## src/rtl/assert_macros.svh

```systemverilog
`ifndef ASSERT_MACROS_SVH
`define ASSERT_MACROS_SVH

// checks a property on every clock edge outside reset
`define CLFS_ASSERT(lbl, prop, msg) \
  lbl: assert property (@(posedge clk) disable iff (!rst_n) (prop)) else $error(msg);

// checks that a condition is followed by another in the next cycle
`define CLFS_ASSERT_NEXT(lbl, pre, post, msg) \
  lbl: assert property (@(posedge clk) disable iff (!rst_n) (pre) |=> (post)) else $error(msg);

`endif

```

## src/rtl/clfs_pkg.sv

```systemverilog
package clfs_pkg;

  localparam int unsigned MAX_WIDTH     = 256;
  localparam int unsigned MAX_BAND      = 64;
  localparam int unsigned RED_MIN       = 200;
  localparam int unsigned RED_OTHER_MAX = 30;
  localparam int unsigned WINDOW_HALF   = 10;
  localparam int unsigned COUNT_MAX     = 32767;

  localparam int unsigned SUM_W      = 16;
  localparam int unsigned CNT_W      = 15;
  localparam int unsigned GAIN_W     = 16;
  localparam int unsigned BASE_W     = 15;
  localparam int unsigned PROD_W     = GAIN_W + CNT_W;
  localparam int unsigned DIV_STEPS  = PROD_W;
  localparam int unsigned DIV_CNT_W  = $clog2(DIV_STEPS);
  localparam int unsigned SPD_W      = 16;
  localparam int unsigned CFG_IDX_W  = 3;
  localparam int unsigned CFG_DATA_W = 16;

  typedef enum logic [CFG_IDX_W-1:0] {
    CFG_FRAME_WIDTH    = 3'd0,
    CFG_FRAME_HEIGHT   = 3'd1,
    CFG_BAND_ROWS      = 3'd2,
    CFG_DARK_THRESHOLD = 3'd3,
    CFG_SPLIT_COLUMN   = 3'd4,
    CFG_STOP_ROW_MIN   = 3'd5,
    CFG_STEER_GAIN     = 3'd6,
    CFG_BASE_SPEED     = 3'd7
  } cfg_idx_t;

  typedef struct packed {
    logic [7:0] pix_col;
    logic [7:0] pix_row;
    logic [7:0] chan_red;
    logic [7:0] chan_green;
    logic [7:0] chan_blue;
    logic       frame_last;
  } pix_t;

  typedef struct packed {
    logic signed [SPD_W-1:0] left_speed;
    logic signed [SPD_W-1:0] right_speed;
    logic                    stop_seen;
  } spd_t;

  typedef struct packed {
    logic acc_en;
    logic snap;
    logic mul_ld;
    logic div_step;
    logic out_load;
  } cmd_t;

  typedef struct packed {
    logic last_pix;
  } sts_t;

endpackage

```

## src/rtl/clfs_ifs.sv

```systemverilog
interface clfs_pix_if;
  logic       valid;
  logic       ready;
  logic [7:0] pix_col;
  logic [7:0] pix_row;
  logic [7:0] chan_red;
  logic [7:0] chan_green;
  logic [7:0] chan_blue;
  logic       frame_last;

  modport source (output valid, pix_col, pix_row, chan_red, chan_green, chan_blue,
                  frame_last, input ready);
  modport sink (input valid, pix_col, pix_row, chan_red, chan_green, chan_blue,
                frame_last, output ready);
endinterface

interface clfs_spd_if;
  logic               valid;
  logic               ready;
  logic signed [15:0] left_speed;
  logic signed [15:0] right_speed;
  logic               stop_seen;

  modport source (output valid, left_speed, right_speed, stop_seen, input ready);
  modport sink (input valid, left_speed, right_speed, stop_seen, output ready);
endinterface

```

## src/rtl/clfs_dp.sv

```systemverilog
`include "assert_macros.svh"

module clfs_dp (
  input  logic                            clk,
  input  logic                            rst_n,
  input  logic                            cfg_we,
  input  logic [clfs_pkg::CFG_IDX_W-1:0]  cfg_idx,
  input  logic [clfs_pkg::CFG_DATA_W-1:0] cfg_wdata,
  input  clfs_pkg::pix_t                  pix,
  input  clfs_pkg::cmd_t                  cmd,
  output clfs_pkg::sts_t                  sts,
  output clfs_pkg::spd_t                  spd
);
  import clfs_pkg::*;

  logic [8:0]        frame_width_r, frame_height_r, split_column_r;
  logic [6:0]        band_rows_r;
  logic [7:0]        dark_threshold_r, stop_row_min_r;
  logic [GAIN_W-1:0] steer_gain_r;
  logic [BASE_W-1:0] base_speed_r;

  logic signed [SUM_W-1:0] sum_r, sum_nxt, snap_sum_r;
  logic [CNT_W-1:0]        cnt_r, cnt_nxt, snap_cnt_r;
  logic                    stop_r, stop_nxt, snap_stop_r;

  logic [CNT_W:0]    rem_sh;
  logic [CNT_W-1:0]  rem_r;
  logic [PROD_W-1:0] quo_r;
  logic [CNT_W-1:0]  sum_mag;
  logic              rem_ge;

  logic [9:0] w_eff, mid, col_x, row_x, h_x;
  logic [6:0] band_eff;
  logic       in_frame, is_red, in_win, is_dark, stop_hit, dark_hit;

  logic signed [33:0] turn, base_s, left_raw, right_raw, left_c, right_c;
  logic               neg;
  spd_t               spd_r;
  logic signed [16:0] sum_ext, cnt_ext;

  // configuration registers
  always_ff @(posedge clk) begin
    if (!rst_n) begin
      frame_width_r    <= 9'd104;
      frame_height_r   <= 9'd96;
      band_rows_r      <= 7'd25;
      dark_threshold_r <= 8'd80;
      split_column_r   <= 9'd52;
      stop_row_min_r   <= 8'd65;
      steer_gain_r     <= 16'd2048;
      base_speed_r     <= 15'd1536;
    end else if (cfg_we) begin
      unique case (cfg_idx_t'(cfg_idx))
        CFG_FRAME_WIDTH:    frame_width_r    <= cfg_wdata[8:0];
        CFG_FRAME_HEIGHT:   frame_height_r   <= cfg_wdata[8:0];
        CFG_BAND_ROWS:      band_rows_r      <= cfg_wdata[6:0];
        CFG_DARK_THRESHOLD: dark_threshold_r <= cfg_wdata[7:0];
        CFG_SPLIT_COLUMN:   split_column_r   <= cfg_wdata[8:0];
        CFG_STOP_ROW_MIN:   stop_row_min_r   <= cfg_wdata[7:0];
        CFG_STEER_GAIN:     steer_gain_r     <= cfg_wdata[GAIN_W-1:0];
        CFG_BASE_SPEED:     base_speed_r     <= cfg_wdata[BASE_W-1:0];
        default: ;
      endcase
    end
  end

  // pixel classification
  always_comb begin
    w_eff    = ({1'b0, frame_width_r} > 10'(MAX_WIDTH)) ? 10'(MAX_WIDTH)
                                                        : {1'b0, frame_width_r};
    band_eff = (band_rows_r > 7'(MAX_BAND)) ? 7'(MAX_BAND) : band_rows_r;
    mid      = w_eff >> 1;
    col_x    = {2'b00, pix.pix_col};
    row_x    = {2'b00, pix.pix_row};
    h_x      = {1'b0, frame_height_r};
    in_frame = (col_x < w_eff) && (row_x < h_x) && ((row_x + {3'b000, band_eff}) >= h_x);
    is_red   = (pix.chan_red > 8'(RED_MIN)) && (pix.chan_green < 8'(RED_OTHER_MAX))
               && (pix.chan_blue < 8'(RED_OTHER_MAX));
    in_win   = ((col_x + 10'(WINDOW_HALF)) > mid) && (col_x < (mid + 10'(WINDOW_HALF)))
               && (pix.pix_row > stop_row_min_r);
    is_dark  = (pix.chan_red < dark_threshold_r) && (pix.chan_green < dark_threshold_r)
               && (pix.chan_blue < dark_threshold_r);
    stop_hit = in_frame && is_red && in_win;
    dark_hit = in_frame && !is_red && is_dark && (cnt_r != CNT_W'(COUNT_MAX));

    sum_nxt  = sum_r;
    cnt_nxt  = cnt_r;
    stop_nxt = stop_r | stop_hit;
    if (dark_hit) begin
      sum_nxt = ({1'b0, pix.pix_col} < split_column_r) ? sum_r - SUM_W'(1) : sum_r + SUM_W'(1);
      cnt_nxt = cnt_r + CNT_W'(1);
    end
  end

  // frame accumulators
  always_ff @(posedge clk) begin
    if (!rst_n) begin
      sum_r  <= '0;
      cnt_r  <= '0;
      stop_r <= 1'b0;
    end else if (cmd.acc_en) begin
      if (cmd.snap) begin
        sum_r  <= '0;
        cnt_r  <= '0;
        stop_r <= 1'b0;
      end else begin
        sum_r  <= sum_nxt;
        cnt_r  <= cnt_nxt;
        stop_r <= stop_nxt;
      end
    end
  end

  always_ff @(posedge clk) begin
    if (cmd.snap) begin
      snap_sum_r  <= sum_nxt;
      snap_cnt_r  <= cnt_nxt;
      snap_stop_r <= stop_nxt;
    end
  end

  // gain product, then restoring divide one quotient bit per cycle
  assign neg     = snap_sum_r[SUM_W-1];
  assign sum_mag = neg ? CNT_W'(-snap_sum_r) : CNT_W'(snap_sum_r);
  assign rem_sh  = {rem_r, quo_r[PROD_W-1]};
  assign rem_ge  = rem_sh >= {1'b0, snap_cnt_r};

  always_ff @(posedge clk) begin
    if (cmd.mul_ld) begin
      quo_r <= steer_gain_r * sum_mag;
      rem_r <= '0;
    end else if (cmd.div_step) begin
      quo_r <= {quo_r[PROD_W-2:0], rem_ge};
      rem_r <= rem_ge ? CNT_W'(rem_sh - {1'b0, snap_cnt_r}) : rem_sh[CNT_W-1:0];
    end
  end

  // speed mix and clamp
  always_comb begin
    base_s    = 34'($unsigned(base_speed_r));
    turn      = 34'($unsigned(quo_r));
    if (snap_cnt_r == '0) begin
      turn = '0;
    end else if (neg) begin
      turn = -turn;
    end
    left_raw  = base_s - turn;
    right_raw = base_s + turn;
    left_c    = left_raw;
    right_c   = right_raw;
    if (left_raw > base_s) begin
      left_c = base_s;
    end else if (left_raw < -base_s) begin
      left_c = -base_s;
    end
    if (right_raw > base_s) begin
      right_c = base_s;
    end else if (right_raw < -base_s) begin
      right_c = -base_s;
    end
  end

  always_ff @(posedge clk) begin
    if (cmd.out_load) begin
      spd_r.stop_seen <= snap_stop_r;
      if (snap_stop_r) begin
        spd_r.left_speed  <= '0;
        spd_r.right_speed <= '0;
      end else begin
        spd_r.left_speed  <= left_c[SPD_W-1:0];
        spd_r.right_speed <= right_c[SPD_W-1:0];
      end
    end
  end

  assign spd          = spd_r;
  assign sts.last_pix = pix.frame_last;

  assign sum_ext = 17'(sum_r);
  assign cnt_ext = $signed({2'b00, cnt_r});

  `CLFS_ASSERT(a_sum_within_cnt, (sum_ext <= cnt_ext) && (-sum_ext <= cnt_ext), "side sum exceeds dark count")

endmodule

```

## src/rtl/clfs_ctrl.sv

```systemverilog
`include "assert_macros.svh"

module clfs_ctrl (
  input  logic           clk,
  input  logic           rst_n,
  input  logic           in_valid,
  output logic           in_ready,
  output logic           out_valid,
  input  logic           out_ready,
  input  clfs_pkg::sts_t sts,
  output clfs_pkg::cmd_t cmd
);
  import clfs_pkg::*;

  typedef enum logic [3:0] {
    S_ACC  = 4'b0001,
    S_MUL  = 4'b0010,
    S_DIV  = 4'b0100,
    S_EMIT = 4'b1000
  } state_t;

  state_t               st_r, st_nxt;
  logic [DIV_CNT_W-1:0] div_cnt_r, div_cnt_nxt;
  logic                 out_valid_r, out_valid_nxt;
  logic                 div_last;

  assign div_last = div_cnt_r == DIV_CNT_W'(DIV_STEPS - 1);
  assign in_ready = st_r == S_ACC;

  always_comb begin
    st_nxt       = st_r;
    div_cnt_nxt  = div_cnt_r;
    cmd          = '0;
    cmd.acc_en   = in_valid && in_ready;
    cmd.snap     = cmd.acc_en && sts.last_pix;
    unique case (st_r)
      S_ACC: begin
        if (cmd.snap) begin
          st_nxt = S_MUL;
        end
      end
      S_MUL: begin
        cmd.mul_ld  = 1'b1;
        div_cnt_nxt = '0;
        st_nxt      = S_DIV;
      end
      S_DIV: begin
        cmd.div_step = 1'b1;
        div_cnt_nxt  = div_cnt_r + DIV_CNT_W'(1);
        if (div_last) begin
          st_nxt = S_EMIT;
        end
      end
      S_EMIT: begin
        if (!out_valid_r || out_ready) begin
          cmd.out_load = 1'b1;
          st_nxt       = S_ACC;
        end
      end
      default: st_nxt = S_ACC;
    endcase
    out_valid_nxt = cmd.out_load ? 1'b1 : (out_ready ? 1'b0 : out_valid_r);
  end

  always_ff @(posedge clk) begin
    if (!rst_n) begin
      st_r        <= S_ACC;
      div_cnt_r   <= '0;
      out_valid_r <= 1'b0;
    end else begin
      st_r        <= st_nxt;
      div_cnt_r   <= div_cnt_nxt;
      out_valid_r <= out_valid_nxt;
    end
  end

  assign out_valid = out_valid_r;

  `CLFS_ASSERT_NEXT(a_last_starts_mul, cmd.snap, st_r == S_MUL, "frame end did not start multiply")
  `CLFS_ASSERT_NEXT(a_div_ends, (st_r == S_DIV) && div_last, st_r == S_EMIT, "divide overran")
  `CLFS_ASSERT(a_valid_from_emit, $rose(out_valid_r) |-> ($past(st_r) == S_EMIT), "result without emit")

endmodule

```

## src/rtl/camera_line_follow_speed.sv

```systemverilog
// camera_line_follow_speed
// in_pix carries one camera pixel per transfer: column, row, three colour
// channels and a frame_last flag. out_spd carries one result per frame:
// left and right wheel speeds (signed Q7.8) and a stop flag.
// cfg_we / cfg_idx / cfg_wdata write the eight setup registers; write them
// only while no frame result is pending.
// Pixels are taken one per cycle while in_pix.ready is high. The transfer
// that carries frame_last starts the frame-end pass: the gain multiply,
// the bit-serial restoring divider, then the load of the output register,
// which waits while a previous result is still stalled on out_spd.
// in_pix.ready stays low from that transfer until the output load.
// The result sits in an output register, so pixels of the next frame keep
// flowing while out_spd is stalled; only the next frame end waits for it.
// Reset (synchronous, rst_n low) restores the register defaults, clears the
// frame sums and drops out_spd.valid.
module camera_line_follow_speed (
  input  logic                            clk,
  input  logic                            rst_n,
  input  logic                            cfg_we,
  input  logic [clfs_pkg::CFG_IDX_W-1:0]  cfg_idx,
  input  logic [clfs_pkg::CFG_DATA_W-1:0] cfg_wdata,
  clfs_pix_if.sink                        in_pix,
  clfs_spd_if.source                      out_spd
);
  import clfs_pkg::*;

  pix_t pix;
  spd_t spd;
  cmd_t cmd;
  sts_t sts;

  assign pix.pix_col    = in_pix.pix_col;
  assign pix.pix_row    = in_pix.pix_row;
  assign pix.chan_red   = in_pix.chan_red;
  assign pix.chan_green = in_pix.chan_green;
  assign pix.chan_blue  = in_pix.chan_blue;
  assign pix.frame_last = in_pix.frame_last;

  clfs_ctrl u_ctrl (
    .clk       (clk),
    .rst_n     (rst_n),
    .in_valid  (in_pix.valid),
    .in_ready  (in_pix.ready),
    .out_valid (out_spd.valid),
    .out_ready (out_spd.ready),
    .sts       (sts),
    .cmd       (cmd)
  );

  clfs_dp u_dp (
    .clk       (clk),
    .rst_n     (rst_n),
    .cfg_we    (cfg_we),
    .cfg_idx   (cfg_idx),
    .cfg_wdata (cfg_wdata),
    .pix       (pix),
    .cmd       (cmd),
    .sts       (sts),
    .spd       (spd)
  );

  assign out_spd.left_speed  = spd.left_speed;
  assign out_spd.right_speed = spd.right_speed;
  assign out_spd.stop_seen   = spd.stop_seen;

endmodule

```

## src/flat_wrapper.sv

```systemverilog
// flat-port wrapper written by rule: the top's interface ports become plain ports
module camera_line_follow_speed_flat import clfs_pkg::*;
  (clk, rst_n, cfg_we, cfg_idx, cfg_wdata, in_pix_valid, in_pix_pix_col, in_pix_pix_row, in_pix_chan_red, in_pix_chan_green, in_pix_chan_blue, in_pix_frame_last, in_pix_ready, out_spd_valid, out_spd_left_speed, out_spd_right_speed, out_spd_stop_seen, out_spd_ready);
  clfs_pix_if in_pix_i ();
  clfs_spd_if out_spd_i ();
  input  logic clk;
  input  logic rst_n;
  input  logic cfg_we;
  input  logic [clfs_pkg::CFG_IDX_W-1:0] cfg_idx;
  input  logic [clfs_pkg::CFG_DATA_W-1:0] cfg_wdata;
  input wire logic [$bits(in_pix_i.valid)-1:0] in_pix_valid;
  input wire logic [$bits(in_pix_i.pix_col)-1:0] in_pix_pix_col;
  input wire logic [$bits(in_pix_i.pix_row)-1:0] in_pix_pix_row;
  input wire logic [$bits(in_pix_i.chan_red)-1:0] in_pix_chan_red;
  input wire logic [$bits(in_pix_i.chan_green)-1:0] in_pix_chan_green;
  input wire logic [$bits(in_pix_i.chan_blue)-1:0] in_pix_chan_blue;
  input wire logic [$bits(in_pix_i.frame_last)-1:0] in_pix_frame_last;
  output wire logic [$bits(in_pix_i.ready)-1:0] in_pix_ready;
  output wire logic [$bits(out_spd_i.valid)-1:0] out_spd_valid;
  output wire logic [$bits(out_spd_i.left_speed)-1:0] out_spd_left_speed;
  output wire logic [$bits(out_spd_i.right_speed)-1:0] out_spd_right_speed;
  output wire logic [$bits(out_spd_i.stop_seen)-1:0] out_spd_stop_seen;
  input wire logic [$bits(out_spd_i.ready)-1:0] out_spd_ready;
  assign in_pix_i.valid = in_pix_valid;
  assign in_pix_i.pix_col = in_pix_pix_col;
  assign in_pix_i.pix_row = in_pix_pix_row;
  assign in_pix_i.chan_red = in_pix_chan_red;
  assign in_pix_i.chan_green = in_pix_chan_green;
  assign in_pix_i.chan_blue = in_pix_chan_blue;
  assign in_pix_i.frame_last = in_pix_frame_last;
  assign in_pix_ready = in_pix_i.ready;
  assign out_spd_valid = out_spd_i.valid;
  assign out_spd_left_speed = out_spd_i.left_speed;
  assign out_spd_right_speed = out_spd_i.right_speed;
  assign out_spd_stop_seen = out_spd_i.stop_seen;
  assign out_spd_i.ready = out_spd_ready;
  camera_line_follow_speed u_core (.clk(clk), .rst_n(rst_n), .cfg_we(cfg_we), .cfg_idx(cfg_idx), .cfg_wdata(cfg_wdata), .in_pix(in_pix_i), .out_spd(out_spd_i));
endmodule
```

## config.mk

```make
export PLATFORM = sky130hd
export DESIGN_NAME = camera_line_follow_speed_flat
export DESIGN_NICKNAME = d
export VERILOG_FILES = /design/src/rtl/clfs_pkg.sv /design/src/rtl/clfs_ifs.sv /design/src/rtl/clfs_dp.sv /design/src/rtl/clfs_ctrl.sv /design/src/rtl/camera_line_follow_speed.sv /design/src/flat_wrapper.sv
export VERILOG_INCLUDE_DIRS = /design/src /design/src/rtl
export SDC_FILE = /design/constraint.sdc
export NUM_CORES = 1
export LEC_CHECK = 0
export BUFFER_PORTS_ARGS = -buffer_cell sky130_fd_sc_hd__clkbuf_2
export CAP_MARGIN = 10
export CORE_MARGIN = 8
export CORE_UTILIZATION = 30
export CTS_BUF_LIST = sky130_fd_sc_hd__clkbuf_2 sky130_fd_sc_hd__clkbuf_4 sky130_fd_sc_hd__clkbuf_8
export DETAILED_ROUTE_END_ITERATION = 7
export PLACE_DENSITY = 0.43
export REMOVE_ABC_BUFFERS = 1
export SLEW_MARGIN = 20
export SYNTH_ARGS = -nofsm -noshare
export SYNTH_HDL_FRONTEND = slang
export SYNTH_SLANG_ARGS = --single-unit
```

## constraint.sdc

```tcl
create_clock -name clk -period 19.02 [get_ports clk]
set_clock_uncertainty 0.05 [all_clocks]
set_input_delay 0.951 -clock clk [delete_from_list [all_inputs] [get_ports clk]]
set_output_delay 0.951 -clock clk [all_outputs]
set_load 0.02 [all_outputs]
```

=== Word-level counts from Yosys, hierarchy flattened ===
Index checks and enable logic that the tools add are counted.

* Equality and inequality tests: 16
* Mux-type cells: 29
* Reductions and logical operators: 34
* Multipliers: 1
* Bitwise operators: 1
* Shifts and indexed selects: 0
* $lt $le $gt $ge: 20
* Divide/modulo/power cells: 0
* $add $sub $neg: 13

{| class="wikitable"
|+ Operators with widths
! operator !! number
|-
| $mux W15 || 6
|-
| $mux W16 || 5
|-
| $gt A34 B16 Y1 || 2
|-
| $lt A34 B34 Y1 || 2
|-
| $mux W34 || 2
|-
| $mux W31 || 2
|-
| $lt A8 B9 Y1 || 4
|-
| $add A16 B34 Y34 || 1
|-
| $neg A15 Y34 || 1
|-
| $neg A31 Y34 || 1
|-
| $sub A16 B34 Y34 || 1
|-
| $mul A16 B15 Y31 || 1
|-
| $lt A8 B8 Y1 || 3
|-
| $add A8 B4 Y9 const B || 2
|-
| $add A16 B2 Y16 const B || 1
|-
| $ge A16 B15 Y1 || 1
|-
| $lt A8 B5 Y1 const B || 2
|-
| $pmux W4 S4 || 1
|-
| $reduce_and A2 Y1 || 8
|-
| $sub A16 B2 Y16 const B || 1
|-
| $add A15 B1 Y15 const B || 1
|-
| $logic_and A1 B1 Y1 || 15
|-
| $logic_not A15 Y1 || 1
|-
| $ne A15 B15 Y1 const B || 1
|-
| 32 further kinds || 49
|}

* Latch bits: 0
* Bits in read-only memories: 0
* Output and inout port bits: 35
* Flip-flop bits (word level): 234
* Word-level logic and storage cells: 138
* RAM bits: 0
* Memories: 0
* Input bits: 65

=== Longest topological paths before layout ===
Gate-level depths: netlist of the first run.

* Depth after elaboration: 10
* Mapped depth: 33
* Depth with buffers taken out: 30

=== By module ===
A second synthesis of the first run with hierarchy kept.

* Cells, all modules: 3291
* Area total of the unflattened synthesis: 28001.9 um2

{| class="wikitable"
|+ By module, submodules not included
! module !! times used !! cells each !! area each (um2) !! seq. area each (um2)
|-
| clfs_dp || 1 || 3231 || 27456.3 || 5445.2
|-
| clfs_ctrl || 1 || 60 || 545.5 || 200.2
|}

=== Least setup slack after synthesis of the first run ===
No wires, ideal clock.

* Path type: flip-flop to flip-flop
* From: register u_core.u_dp.snap_sum_r[15]
* To: register u_core.u_dp.quo_r[29], data pin
* Clock period less this slack: 7965 ps
* Data arrival time: 7646 ps
* Stages on the path, launching flop included: 32
* Slack: 11055 ps
* Buffers on the path: 5
* Library setup time: 269 ps
* Required time: 18701 ps
* Cell sequence: edfxtp_1 -> clkbuf_1 -> clkbuf_1 -> clkbuf_1 -> clkbuf_1 -> mux2i_1 -> clkbuf_1 -> nor2b_1 -> fa_1 -> inv_1 -> fa_1 -> inv_1 -> fa_1 -> inv_1 -> fa_1 -> inv_1 -> fa_1 -> inv_1 -> fa_1 -> inv_1 -> ha_1 -> a211o_1 -> a211oi_1 -> o31ai_1 -> a21oi_1 -> o21ai_0 -> o41ai_1 -> or3_1 -> nand3_1 -> a31oi_1 -> xor2_1 -> o21ai_0

* Longest elaborated chain between the ends: 3

{| class="wikitable"
|+ RTL lines
! what !! RTL line !! text
|-
| start: declaration || clfs_dp.sv:22 || <nowiki>logic signed [SUM_W-1:0] sum_r, sum_nxt, snap_sum_r;</nowiki>
|-
| start signal: assignment || clfs_dp.sv:116 || <nowiki>snap_sum_r <= sum_nxt;</nowiki>
|-
| $mux W15 || clfs_dp.sv:124 || <nowiki>assign sum_mag = neg ? CNT_W'(-snap_sum_r) : CNT_W'(snap_sum_r);</nowiki>
|-
| $mul A16 B15 Y31 || clfs_dp.sv:130 || <nowiki>quo_r <= steer_gain_r * sum_mag;</nowiki>
|-
| $mux W31 || clfs_dp.sv:129 || <nowiki>if (cmd.mul_ld) begin</nowiki>
|-
| end signal: assignment || clfs_dp.sv:130 ||
|-
| end signal: assignment || clfs_dp.sv:133 || <nowiki>quo_r <= {quo_r[PROD_W-2:0], rem_ge};</nowiki>
|-
| end: declaration || clfs_dp.sv:28 || <nowiki>logic [PROD_W-1:0] quo_r;</nowiki>
|}

No other way between the ends.
A chain may end at the register's enable or synchronous reset.

=== Worst setup path after layout of the first run ===
* From: register u_core.u_dp.snap_sum_r[0]
* To: register u_core.u_dp.quo_r[30], data pin

* Longest elaborated chain between the ends: 4

{| class="wikitable"
|+ RTL lines
! what !! RTL line
|-
| $neg A15 Y15 || clfs_dp.sv:124
|-
| $mux W15 (*) || clfs_dp.sv:124
|-
| $mul A16 B15 Y31 (*) || clfs_dp.sv:130
|-
| $mux W31 (*) || clfs_dp.sv:129
|}

Every way passes the cells marked *; elsewhere a longest branch is shown, timed or not.

==> results.txt, run 1 <==
By area the synthesized netlist is led by sky130_fd_sc_hd__ha_1 (15%), sky130_fd_sc_hd__fa_1 (13%), sky130_fd_sc_hd__edfxtp_1 (10%). The post-synthesis async set-or-reset flop share was 0%; the final weighted congestion in routability-driven placement was 0.831. The footprint of the multi-input gates was 20700 um^2. Summed over all nets, the half-perimeter wirelength after detailed placement is 66300 um.

The number of iterations in the first detailed-routing pass came out at 5. For this run, design rule violations remaining after detail routing come to 0. The first routing iteration left 1248 violations. STA classifies the critical path endpoint as a flop. The actual slew at the worst max-slew pin was 1.06 ns; the clock tree buffer depth was 3. The synthesized netlist occupies a cell area of 28200 um^2.

For the area of the placeable core, the log shows 93200 um^2. Ranked by instance count, the synthesized netlist is headed by sky130_fd_sc_hd__nand2_1 (425), sky130_fd_sc_hd__inv_1 (343), sky130_fd_sc_hd__ha_1 (339). The final worst slack is 10.42 ns. The area growth from synthesis to layout was 10.5%; the floorplan die width was 322 um. The internal cell power is 1.26 mW, and the wire length of the first global-routing pass is 135000 um.

Counting every instance in the synthesized netlist gives 3331. Pin placement for this block handled 100 I/O pins. Based on the critical path, the design can be clocked at up to 116 MHz. The power density of the placed cells was 67.7 nW/um^2; the number of synthesis warnings was 0.

The count of nets left with antenna violations after detail routing was 0; the final hold violation count was 0. The via count of the first global-routing pass is 23.3k. The number of buffers and inverters on the critical path is 4.

After clock tree synthesis, the setup repair step added 0 buffers. The critical path is of the reg -> reg type. The H-tree depth came out at 2. The finished cells cover 31100 um^2. The sequential cells in the finished layout cover a total of 5650 um^2. After floorplanning, the core was divided into 112 placement rows.

Top flip-flop cell by instance count after synthesis: sky130_fd_sc_hd__dfxtp_1. The most numerous cell type found on the critical path is sky130_fd_sc_hd__fa_1. Net switching is 40.0% of the power. The clock sink count was 234. The tree is rooted in a sky130_fd_sc_hd__clkbuf_8.

Power comes to 2.11 mW. The sequential element share of the synthesized area is 20.0%. The run gives 30000 um^2 as the cell area after placement. The logs give 9861 for the number of filler cells placed in the layout and 10.42 ns for the minimum setup slack among reg-to-reg paths. The mean instance size in the synthesized netlist was 8.46 um^2.

The tightest min-delay check is of the reg -> reg type. IR analysis of the VDD net gives a maximum drop of 0.0470 mV. The die height works out to 322 um. The worst-case headroom to the max-slew limit is 28.9%, and the share of total power in the clock network is 29.1%. In this run, synthesis inferred 96 flip-flops with an integrated enable. Once the floorplan was initialized, standard cells occupied 30.2% of the core. In the final layout, the share of cells above drive strength 1 is 8.91%.

The post-synthesis cell type with the largest combined area was sky130_fd_sc_hd__ha_1. After clock tree synthesis, the clock-pin slew on the worst setup and hold paths is 0.06 ns. For the total number of vias, the log shows 22.9k.

For this design, the slowest cell found on the critical path is sky130_fd_sc_hd__xor2_2. The clock reaches the later pin of the worst-skew pair after 0.66 ns. STA puts the critical path data arrival time at 8.90 ns. The routed wire length per instance was 18.2 um. The tightest hold path in the finished design has a slack of 0.410 ns. Registers are responsible for 27.9% of the overall power.

The worst path uses 45.2% of the clock period. Setup repair after global routing left no endpoint under its margin. Across every metal layer, demand over resource in global routing totals 16.2%. The total congestion overflow after global routing is 0, and the sum of negative setup slack is 0 ns. The vias per cell is 4.91, and the TritonCTS buffer count is 48.

The fraction of post-synthesis cell area in the top cell type by area is 15.1%, and the largest fanout on the critical path is 18. After the last flow step, the layout net total stands at 3965. The tools report the final-report max-slew violation count as 0. Setup violations remaining at the end of the flow were counted as 0. The flow ran to the end, and the final reports show no timing, DRC or antenna violations. Counting flops and latches in the post-synthesis netlist gives 234. The kind of cell adding the most delay to the critical path was adder cells.

In this run the static leakage power is 13.8 nW. Counting I/O delays and the setup requirement, the final critical path takes 8.60 ns. The count of cell types in the netlist came out at 96. The number of port buffers was 99. In this design, the stage delay of the slowest critical-path cell is 0.66 ns.

Startpoint kind of the worst setup timing path: a flop. The logs give 0.842 mW for the power spent charging and discharging nets and 0 for the number of gates resized after CTS. The post-place setup slack came out at 10.11 ns.

Initial antenna violation count: 2. The tools report the data required time of the worst path as 19.33 ns. The most frequent cell after synthesis was sky130_fd_sc_hd__nand2_1. TritonCTS built the clock tree. In this run, post-CTS hold repair placed 0 buffers. For this block, the routed nets add up to 85000 um of wire.

The run gives 104000 um^2 as the area enclosed by the die boundary. Per report_power, the combinational group accounts for 43.0% of the total. Max-cap violations in this run came to 0. Entering global routing, the biggest net connects 85 pins.
[flip-flops by register name (all words and copies together) (netlist names), 8 cells and up]
register / cells
u_core.u_dp.frame_width_r: 9
u_core.u_dp.spd: 33
u_core.u_dp.cnt_r: 15
u_core.u_dp.snap_cnt_r: 15
u_core.u_dp.stop_row_min_r: 8
u_core.u_dp.sum_r: 16
u_core.u_dp.split_column_r: 9
u_core.u_dp.steer_gain_r: 16
u_core.u_dp.frame_height_r: 9
u_core.u_dp.rem_r: 15
u_core.u_dp.dark_threshold_r: 8
u_core.u_dp.quo_r: 31
u_core.u_dp.base_speed_r: 15
u_core.u_dp.snap_sum_r: 16
[worst paths after layout]
kind                                            startpoint  cells after the start                         end
worst max-delay path             u_core.u_dp.snap_sum_r[0]                     29       u_core.u_dp.quo_r[30]
worst min register to register  u_core.u_dp.band_rows_r[5]                      2  u_core.u_dp.band_rows_r[5]
worst max register to register   u_core.u_dp.snap_sum_r[0]                     29       u_core.u_dp.quo_r[30]
worst min-delay path            u_core.u_dp.band_rows_r[5]                      2  u_core.u_dp.band_rows_r[5]
[worst reg2reg max path, delay by kind of cell, from the launching register on]
family | cells | cell delay, ns
flip-flops | 1 | 0.63
XOR/XNOR | 2 | 0.79
AO/OA/AOI/OAI | 12 | 2.49
adder cells (fa/ha/maj) | 8 | 3.60
buffers and inverters | 4 | 0.29
AND/OR/NAND/NOR | 3 | 0.46
[cell usage in the layout, fill, tap and decap left out, types with 11 or more instances in the layout]
master                     netlist  final
sky130_fd_sc_hd__a211oi_1       12     12
sky130_fd_sc_hd__a21boi_0       82     82
sky130_fd_sc_hd__nand2_1       425    425
sky130_fd_sc_hd__mux2i_1        41     39
sky130_fd_sc_hd__clkbuf_2        2     98
sky130_fd_sc_hd__and2_1        100    100
sky130_fd_sc_hd__o211ai_1       20     20
sky130_fd_sc_hd__a31oi_1        21     21
sky130_fd_sc_hd__dfxtp_1       138    138
sky130_fd_sc_hd__or2_2          21     21
sky130_fd_sc_hd__xor2_1         55     54
sky130_fd_sc_hd__edfxtp_1       96     96
sky130_fd_sc_hd__nor2_1        158    157
sky130_fd_sc_hd__nand3_1        54     54
sky130_fd_sc_hd__mux2_2         20     20
sky130_fd_sc_hd__ha_1          339    339
sky130_fd_sc_hd__fa_1          185    185
sky130_fd_sc_hd__or3_1          29     29
sky130_fd_sc_hd__nor2b_1       111    110
sky130_fd_sc_hd__nand2b_1       68     68
sky130_fd_sc_hd__inv_1         343    343
sky130_fd_sc_hd__xnor2_1       126    124
sky130_fd_sc_hd__nor4_1         21     21
sky130_fd_sc_hd__a21oi_1       124    124
sky130_fd_sc_hd__nand4_1        40     40
sky130_fd_sc_hd__o31ai_1        18     17
sky130_fd_sc_hd__clkbuf_8        0     58
sky130_fd_sc_hd__o21a_1         32     32
sky130_fd_sc_hd__nor3_1         59     59
sky130_fd_sc_hd__o21ai_1        11     11
sky130_fd_sc_hd__clkbuf_4        0     13
sky130_fd_sc_hd__a22oi_1        15     15
sky130_fd_sc_hd__o21ai_0       147    147
sky130_fd_sc_hd__a21o_1         70     70
sky130_fd_sc_hd__buf_4           5     41
sky130_fd_sc_hd__and3_1         13     13
[power groups by stage]
stage	Combinational, mW	Clock (mW)	Sequential, mW
after detailed placement	0.910	0	0.598
after global routing	1.03	0.661	0.591
after floorplan	0.636	0	0.589
after CTS	0.916	0.642	0.587
final	0.906	0.613	0.587
after global placement	0.916	0	0.597
[logic make-up after synthesis]
logic type	synth area share, %
flops	20.0
xor+xnor	5.63
buf+inv	6.65
simple gates	20.5
fa+ha+maj	28.2
compound gates	16.7
mux	2.26
[layer usage]
metal  up-vias  share of wire, %  global-route usage [%]
met5         -                 0                       0
met3       102               3.1                    2.07
met2       304                44                    26.1
li1      11600                 -                       -
met4         0               2.7                    4.72
met1     11000                50                    22.5
[cell type report]
cell class,count,share of cell area (%)
repair buffers,139,2.56
flip-flops and latches,234,18.1
inverters,345,4.16
clock inverters,15,0.623
diodes,3,0.0241
clock buffers,71,2.88
multi-input cells,2608,66.6
well taps,1254,5.04
[stage by stage]
step,utilization [%],cells
2_1_floorplan,-,3187
3_3_place_gp,32.2,4580
3_5_place_dp,32.2,4580
4_1_cts,33.4,4666
5_1_grt,33.4,4667
6_report,33.4,4669
No activity file was read; power rests on OpenSTA's default activity.
==> run 2: changes to the inputs <==
Clock period 19.02 ns to 8.55 ns, I/O delays scaled along.
==> results.txt, run 2 (synthesis results as in run 1) <==
Vias per cell: 4.92 (about the same). Clock sink count: 234 (unchanged). The number of setup violations in the final report is 0 (unchanged), and the post-route core utilization is 33.6% (+0.22 points). The sequential cell area was 5650 um^2 (unchanged).

The largest fanout on the critical path was 13 (-5); the area enclosed by the die boundary was 104000 um^2 (unchanged). Setup repair after global routing left no endpoint under its margin. The run gives 84800 um (-0.23%) as the total routed wirelength. The routed wire length per instance was 18.0 um (-0.91%); the TritonCTS buffer count was 49 (+2.1%). In this run the worst hold path is classified as in -> reg. The number of remaining DRC errors came out at 0 (unchanged). The largest individual stage delay along the critical path comes from the cell sky130_fd_sc_hd__fa_1. For the initial antenna violation count, the log shows 2 (unchanged).

Via count of the first global-routing pass: 23.6k (+1.4%). The number of gates on the worst path with buffers counted works out to 28 (-3.4%). The setup path with the least slack is of type reg -> reg. The internal cell power is 2.76 mW (+120%), and the portion of the clock cycle consumed by the worst path in the final layout is 92.9% (+48 points).

Launch point of the critical path: u_core.u_dp.snap_sum_r[1]. The flip-flop count of the largest register, all copies and words added is 33 (unchanged). The most common library cell in the layout ignoring fill and taps is sky130_fd_sc_hd__nand2_1. The final hold violation count was 0 (unchanged).

For the final-report max-slew violation count, the log shows 0 (unchanged). The logs give 23.1k (+0.76%) for the total number of vias and 0 ns (unchanged) for the sum of negative setup slack. The number of buffer and inverter stages on the critical path is 4 (unchanged), and the power spent charging and discharging nets is 1.88 mW (+120%). TritonCTS built the clock tree.

The run gives 0 (unchanged) as the count of nets left with antenna violations after detail routing. Worst voltage drop across the vdd grid: 0.115 mV (+150%). The clock-pin slew of the registers on the worst-case setup and hold paths was 0.06 ns (about the same); the area of the placeable core was 93200 um^2 (unchanged).

The count of placed standard cells including taps was 4600 (+0.44%); the floorplan die width was 322 um (unchanged). In this run the clock root is driven by a sky130_fd_sc_hd__clkbuf_8. The clock period minus worst slack is 7.94 ns (-0.653 ns), and the maximum operating frequency is 126 MHz (+8.2%). The kind of cell adding the most delay to the critical path was adder cells.

The endpoint identified for the worst register-to-register timing path is u_core.u_dp.quo_r[30]. The tools report the share of power burned in registers as 28.1% (+0.2 points). The count of cells along the worst register-to-register path is 28 (-3.4%). The flow ran to the end, and the final reports show no timing, DRC or antenna violations.

The tools report the maximum number of pins on one net before global-route repair as 86 (+1.2%). The run gives 3 (unchanged) as the clock tree buffer depth. For the estimated wirelength of the detail-placed design, the log shows 66600 um (+0.35%). The number of max-capacitance violations reported is 0 (unchanged).

The wire length of the first global-routing pass was 136000 um (+0.79%). The critical path data arrival time is 8.26 ns (-0.64 ns), and the number of DRC markers in iteration 0 is 1159 (-7.1%). The worst reg2reg path startpoint was u_core.u_dp.snap_sum_r[1].

STA classifies the critical path endpoint as a flop. The largest stage delay on the critical path is 0.55 ns (-0.11 ns), and the actual slew at the worst max-slew pin is 1.05 ns (-0.00906 ns). In the layout the commonest cells are sky130_fd_sc_hd__nand2_1 (425), sky130_fd_sc_hd__inv_1 (343), sky130_fd_sc_hd__ha_1 (339), sky130_fd_sc_hd__fa_1 (185), sky130_fd_sc_hd__nor2_1 (157). The critical path's most frequent cell was sky130_fd_sc_hd__fa_1. For the worst hold-check slack, the log shows 0.0961 ns (-0.314 ns).

The insertion delay of the later-clocked pin in the worst-skew pair was 0.67 ns (about the same); the fraction of final layout cells sized beyond drive strength 1 was 9.26% (+0.35 points). The tools report the startpoint kind of the worst setup timing path as a flop. The minimum setup slack among reg-to-reg paths was 0.61 ns (-9.82 ns).

The share of total power in the clock network was 28.1% (-1.0 points); the switching share of total power was 40.5% (+0.57 points). The tools report the part of the total power dissipated in combinational logic as 43.8% (+0.8 points). For the leakage power of the design, the log shows 13.9 nW (+0.76%). The number of placed I/O pins is 100 (unchanged), and the count of placed standard cells in the final layout, fillers left out is 4701 (+0.69%). The tools report the total number of nets in the final design as 3994 (+0.73%). For the data required time of the worst path, the log shows 8.87 ns (-10.46 ns).

Following the worst setup path forward leads to its endpoint at u_core.u_dp.quo_r[30]. The number of filler cells placed in the layout was 9894 (+0.33%); the final weighted congestion in routability-driven placement was 0.834 (+0.42%). For the total track usage, the log shows 16.2% (+0.048 points). The number of port buffers was 99 (unchanged).

The footprint of the multi-input gates is 20700 um^2 (about the same), and the initial core utilization is 30.2% (unchanged). The area growth from synthesis to layout is 11.2%. The run gives 29.6% (+0.61 points) as the worst-case headroom to the max-slew limit.

The power density of the placed cells came out at 148 nW/um^2 (+120%). The run gives 0 (unchanged) as the total congestion overflow after global routing. The run gives 7 (+2) as the number of iterations in the first detailed-routing pass. The number of rows created at floorplan is 112 (unchanged), and the die height is 322 um (unchanged). For the H-tree depth, the log shows 2 (unchanged).
run 2: cell types whose count changed in the layout (fill, tap and decap cells not counted), moves of 2 or more:
cell | previous run | this run
sky130_fd_sc_hd__dlygate4sd3_1 | 0 | 8
sky130_fd_sc_hd__diode_2 | 3 | 1
sky130_fd_sc_hd__clkbuf_4 | 13 | 9
sky130_fd_sc_hd__clkinv_1 | 4 | 16
sky130_fd_sc_hd__buf_12 | 0 | 2
sky130_fd_sc_hd__clkbuf_8 | 58 | 56
sky130_fd_sc_hd__clkinv_2 | 6 | 8
sky130_fd_sc_hd__xnor2_1 | 124 | 126
sky130_fd_sc_hd__xnor2_2 | 2 | 0
sky130_fd_sc_hd__buf_4 | 41 | 59
run 2: power by group through the flow:
stage / Combinational, mW / Clock [mW] / Sequential, mW
2_1_floorplan: 1.41 / 0 / 1.31
3_3_place_gp: 2.05 / 0 / 1.33
6_report: 2.03 / 1.31 / 1.30
3_5_place_dp: 2.04 / 0 / 1.33
5_1_grt: 2.33 / 1.41 / 1.31
4_1_cts: 2.06 / 1.37 / 1.30
run 2: area by class of cell:
| type | instances | area share, % |
|---|---|---|
| Sequential cell | 234 | 18.0 |
| Tap cell | 1254 | 5.01 |
| Multi-Input combinational cell | 2608 | 66.1 |
| Timing Repair Buffer | 167 | 3.36 |
| Antenna cell | 1 | 0.00798 |
| Clock buffer | 65 | 2.67 |
| Inverter | 345 | 4.13 |
| Clock inverter | 27 | 0.659 |
run 2: worst min-delay path by stage:
stage | start | to | slack [ns] | depth (start not counted)
final | cfg_wdata[7] | u_core.u_dp.frame_height_r[7] | 0.1 | 3
after global routing | cfg_wdata[7] | u_core.u_dp.base_speed_r[7] | 0.09 | 3
after CTS | cfg_wdata[7] | u_core.u_dp.stop_row_min_r[7] | 0.01 | 3
after detailed placement | u_core.u_dp.rem_r[14] | u_core.u_dp.rem_r[14] | 0.39 | 2
after global placement | u_core.u_dp.rem_r[14] | u_core.u_dp.rem_r[14] | 0.39 | 2
after floorplan | u_core.u_dp.rem_r[14] | u_core.u_dp.rem_r[14] | 0.37 | 2
run 2: layer usage:
layer / GRT usage (%) / share of wire, % / up-vias
met5: 0 / 0 / -
met3: 2.46 / 3.7 / 126
li1: - / - / 11600
met2: 26.0 / 44 / 383
met1: 22.3 / 49 / 11000
met4: 5.31 / 3.0 / 0
run 2: worst min-delay path: cells and delay by family:
kind / cells / cell delay (ns)
compound gates: 1 / 0.07
simple gates: 1 / 0.09
buf+inv: 1 / 0.18
run 2: stage by stage:
step	setup WS (ns)	power [mW]	instance area, um^2
floorplan	0.276	2.72	27600
global placement	0.525	3.37	30200
detailed placement	0.459	3.37	30200
CTS	0.424	4.73	31300
global route	0.112	5.05	31300
finish	0.606	4.65	31300
run 2: timing repair:
item,4_1_cts,5_1_grt
hold endpoints to repair,16,0
endpoints found under the setup margin,0,4
hold buffers,8,0
setup buffers,0,0
resized for setup,0,3
